<file path="config.mk">
export PLATFORM = sky130hd
export DESIGN_NAME = qwe_norm
export DESIGN_NICKNAME = d
export VERILOG_FILES = /design/src/hw/rtl/quadratic_wire_estimate_top_assert.svh /design/src/hw/rtl/qwe_pkg.sv /design/src/hw/rtl/qwe_norm.sv
export SDC_FILE = /design/constraint.sdc
export NUM_CORES = 2
export LEC_CHECK = 0
export BUFFER_PORTS_ARGS = -buffer_cell sky130_fd_sc_hd__buf_2
export CORE_UTILIZATION = 50
export DETAILED_ROUTE_END_ITERATION = 12
export HOLD_SLACK_MARGIN = 0.03
export PLACE_DENSITY_LB_ADDON = 0.15
export SLEW_MARGIN = 20
export SYNTH_ARGS = -nofsm -noshare
export SYNTH_HDL_FRONTEND = slang
export SYNTH_SLANG_ARGS = --single-unit
</file>
<file path="constraint.sdc">
create_clock -name clk -period 25.7 [get_ports clk]
set_clock_uncertainty 0.05 [all_clocks]
set_input_delay 2.57 -clock clk [delete_from_list [all_inputs] [get_ports clk]]
set_output_delay 2.57 -clock clk [all_outputs]
set_load 0.01 [all_outputs]
</file>
<file path="src/hw/rtl/quadratic_wire_estimate_top_assert.svh">
// Assertion macros for the quadratic wire estimate block.
// Included by quadratic_wire_estimate_top; relies on clk and rst in scope.
`ifndef QUADRATIC_WIRE_ESTIMATE_TOP_ASSERT_SVH
`define QUADRATIC_WIRE_ESTIMATE_TOP_ASSERT_SVH

// Condition and consequence in the same cycle.
`define QWE_ASSERT_SAME(label, ante, cons, msg) \
  label: assert property (@(posedge clk) disable iff (rst) (ante) |-> (cons)) \
    else $error(msg);

// Consequence in the cycle after the condition.
`define QWE_ASSERT_NEXT(label, ante, cons, msg) \
  label: assert property (@(posedge clk) disable iff (rst) (ante) |=> (cons)) \
    else $error(msg);

`endif

</file>
<file path="src/hw/rtl/qwe_pkg.sv">
// Shared types and constants for the quadratic wire estimate block.
// No dependencies; imported by every module of the block.
`default_nettype none

package qwe_pkg;

  localparam int CFG_INDEX_W = 4;
  localparam int CFG_DATA_W  = 64;

  // 1.0 in Q1.16, the upper clamp of a normalized position.
  localparam logic [16:0] ONE_Q16 = 17'h10000;

  // Register stages ahead of the output register, and the stage at
  // which the pin weights enter the fit units.
  localparam int PIPE_DEPTH = 9;
  localparam int PIN_DEPTH  = 5;

  // Side order used for every per-side array.
  localparam int SIDE_LEFT   = 0;
  localparam int SIDE_RIGHT  = 1;
  localparam int SIDE_BOTTOM = 2;
  localparam int SIDE_TOP    = 3;
  localparam int NUM_SIDES   = 4;

  typedef enum logic [CFG_INDEX_W-1:0] {
    REG_COEF_CONST    = 4'd0,
    REG_COEF_X        = 4'd1,
    REG_COEF_XX       = 4'd2,
    REG_COEF_Y        = 4'd3,
    REG_COEF_YY       = 4'd4,
    REG_COEF_PINS     = 4'd5,
    REG_CORE_ORIGIN   = 4'd6,
    REG_CORE_INV_SPAN = 4'd7
  } reg_index_t;

  // Fit coefficients, all signed Q16.16.
  typedef struct packed {
    logic signed [31:0] c0;
    logic signed [31:0] c1;
    logic signed [31:0] c2;
    logic signed [31:0] c3;
    logic signed [31:0] c4;
    logic signed [31:0] c5;
  } coef_t;

endpackage

`default_nettype wire

</file>
<file path="src/hw/rtl/qwe_norm.sv">
// Three-stage normalization of one edge against the core origin.
// Depends on qwe_pkg for the Q1.16 clamp value.
`default_nettype none

module qwe_norm (
  input  logic               clk,
  input  logic               adv,
  input  logic signed [31:0] edge_pos,
  input  logic signed [31:0] origin,
  input  logic        [31:0] inv,
  output logic        [16:0] norm
);
  import qwe_pkg::*;

  logic signed [32:0] diff;
  logic        [31:0] delta;
  logic               pos_a;
  logic        [63:0] prod;
  logic               pos_b;

  // Exact distance from the core origin; only a positive one normalizes.
  assign diff = {edge_pos[31], edge_pos} - {origin[31], origin};

  always_ff @(posedge clk) begin
    if (adv) begin
      delta <= diff[31:0];
      pos_a <= !diff[32] && (diff != '0);
      prod  <= 64'(delta) * 64'(inv);
      pos_b <= pos_a;
      if (!pos_b) begin
        norm <= '0;
      end else if (prod[63:16] > 48'(ONE_Q16)) begin
        norm <= ONE_Q16;
      end else begin
        norm <= prod[32:16];
      end
    end
  end

endmodule

`default_nettype wire

</file>
==> key figures <==
Clock tree
  – Setup Fix Bufs, Post-CTS: 0
  – CTS Buf Count: 9
  – CTS tree: done
  – Clock transition at path regs: 80 ps
  – Post-CTS Hold Buffers: 0
  – H-tree depth: 3
  – Clock Path Buffers: 2
  – Root buffer cell: clkbuf_16
  – Clk sinks: 99
  – Post-CTS sizing: 0
  – Worst skew pair latency: 410 ps

Placement
  – Final Wtd Congestion: 0.8844
  – Dpl hpwl: 78.12 mm
  – Placement Setup Slack: 14540 ps
  – I/O Buffers: 114
  – DP Area: 0.03940 mm2

Final layout
  – Multi-input gate area: 0.03075 mm2
  – Layout cells sized above 1: 4.748%
  – Commonest non-fill, non-tap cell in the layout: inv_1
  – Layout area overhead: 4.118%
  – FILL cells: 7024
  – Register area: 0.002973 mm2
  – Final net count: 5304
  – Post-route cell area: 0.03970 mm2
  – Most frequent cells in the layout: inv_1, fa_1, and2_1, nand2_1, ha_1

Yosys
  – Most used DFF post-synth: edfxtp_1
  – Post-synth top area share: 47.04%
  – Seq/Total Area, Yosys: 7.797%
  – Cell variety after synth: 73
  – EDFF count, synth: 99
  – Synth top area cells: fa_1, and2_1, ha_1
  – Cells after Synth: 4063
  – Mean Syn Cell Area: 9.385 um2
  – Syn Nets: 5349
  – Synth async-reset ratio: 0%
  – Synthesized area: 0.03813 mm2
  – Yosys warning count: 0
  – #FFs+latches synth: 99
  – Cell taking the most area after synthesis: fa_1

Floorplanning
  – Height of the die: 278.2 um
  – Starting Density: 50.88%
  – I/O pins: 115
  – Core area: 0.07495 mm2
  – Die Wd: 278.2 um
  – Die Area: 0.07737 mm2
  – Core Rows: 100

Status
  – Status: finished clean

Setup path
  – Crit path launch: inv[9]
  – Crit path largest cell delay: 810 ps
  – Reg2reg setup slack: 16940 ps
  – Max Fanout on Critical Path: 32
  – Worst R2R Start: delta[16]
  – Arrival time worst endpoint: 10910 ps
  – CP endpoint kind: register
  – Critical path launch point type: primary input
  – R2r worst-path depth: 25
  – CP Data Required Time: 25790 ps
  – Critical path type: in -> reg
  – Slowest-stage cell, CP: o31ai_1
  – RR Endpoint: prod[56]
  – Critical Path Most Common Cell: fa_1

Drt
  – Vias: 26777
  – DRT Pass-1 Iters: 5
  – Met3 WL post-DR: 4.681 mm
  – Drt first-iter violations: 1619
  – Residual DRC: 0
  – M1 wire length: 42.14 mm
  – WL final: 104.5 mm
  – Antenna-violating nets left: 0
  – Via/cell ratio: 5.363
  – Wire per inst: 20.92 um
  – DR top layer: met5
  – WL met2: 53.73 mm

GRT
  – Vias in the first global route: 29126
  – GRT overflow: 0
  – First-pass GRT wire length: 166.6 mm
  – Global Route Usage Sum: 28.41%
  – Largest net degree at the start of global routing: 67
  – Antenna violations before repair: 4

Worst hold path
  – Hold EP: norm[1]
  – HP Start: prod[17]
  – Worst Hold Path Cells: 1
  – Worst hold-check path type: reg -> reg

Timing
  – Final hold slack: 511.8 ps
  – Slew margin rel.: 37.29%
  – Max Fclk: 92.41 MHz
  – Slew @ Worst Pin: 940.7 ps
  – Crit share post-route: 42.11%
  – Max-slew violations: 0
  – Unrepaired setup endpoints after global routing: no
  – Final hold vios: 0
  – Setup slack after layout: 14880 ps
  – Setup TNS: 0 ps
  – Fin crit period: 10820 ps
  – # setup viols final: 0

Run
  – Max Cap Viol: 0
[sequential cells by signal (all words and copies together), names as in the netlist]
| signal | count |
|---|---|
| delta | 32 |
| norm | 17 |
| pos_a | 1 |
| pos_b | 1 |
| prod | 48 |
[cells by family after synthesis]
logic type	synth area share, %
buf+inv	11.57
xor+xnor	1.723
mux	0.08531
compound gates	4.778
fa+ha+maj	56.62
flops	7.797
simple gates	17.42
[final cells by class]
type / instances / area share, %
clock inverter: 7 / 0.1765
inverter: 953 / 9.010
clock buffer: 9 / 0.5673
tap: 969 / 3.054
sequential: 99 / 7.488
antenna: 1 / 0.006303
multi-input combinational: 2799 / 77.46
timing repair buffer: 156 / 2.238
[per-stage QoR]
stage               util, %  std cells
finish                52.97       4993
global route          52.97       4992
CTS                   52.97       4992
detailed placement    52.57       4976
global placement      52.57       4976
floorplan                 -       4063
[cell usage after synthesis (16+ instances only)]
library cell	n
fa_1	896
nor2_1	44
nand2_1	447
ha_1	292
clkbuf_1	204
edfxtp_1	99
xnor2_1	42
a31oi_1	16
inv_1	953
a21oi_1	82
and2_1	641
o21ai_0	44
a21o_1	45
nand3_1	17
xor2_1	33
[routing by layer]
| metal | track usage (%) | vias up |
|---|---|---|
| li1 | - | 11890 |
| met1 | 35.92 | 13978 |
| met2 | 50.53 | 736 |
| met3 | 2.712 | 171 |
| met4 | 10.31 | 2 |
| met5 | 0 | - |
[critical path, delay by kind of cell]
| family | cells | cell delay, ps |
|---|---|---|
| xor+xnor | 1 | 170 |
| compound gates | 7 | 2320 |
| simple gates | 3 | 630 |
| buf+inv | 5 | 800 |
| fa+ha+maj | 9 | 4390 |
[how the worst max path moves through the flow]
| stage | endpoint | cells after the start |
|---|---|---|
| final | prod[56] | 25 |
| after global routing | prod[56] | 25 |
| after global placement | prod[57] | 25 |
| after CTS | prod[56] | 25 |
| after floorplan | prod[57] | 26 |
| after detailed placement | prod[56] | 25 |
Power is left out: the tool's default activity adds up to more than one toggle a clock period on the data nets, which glitch-free logic cannot reach.
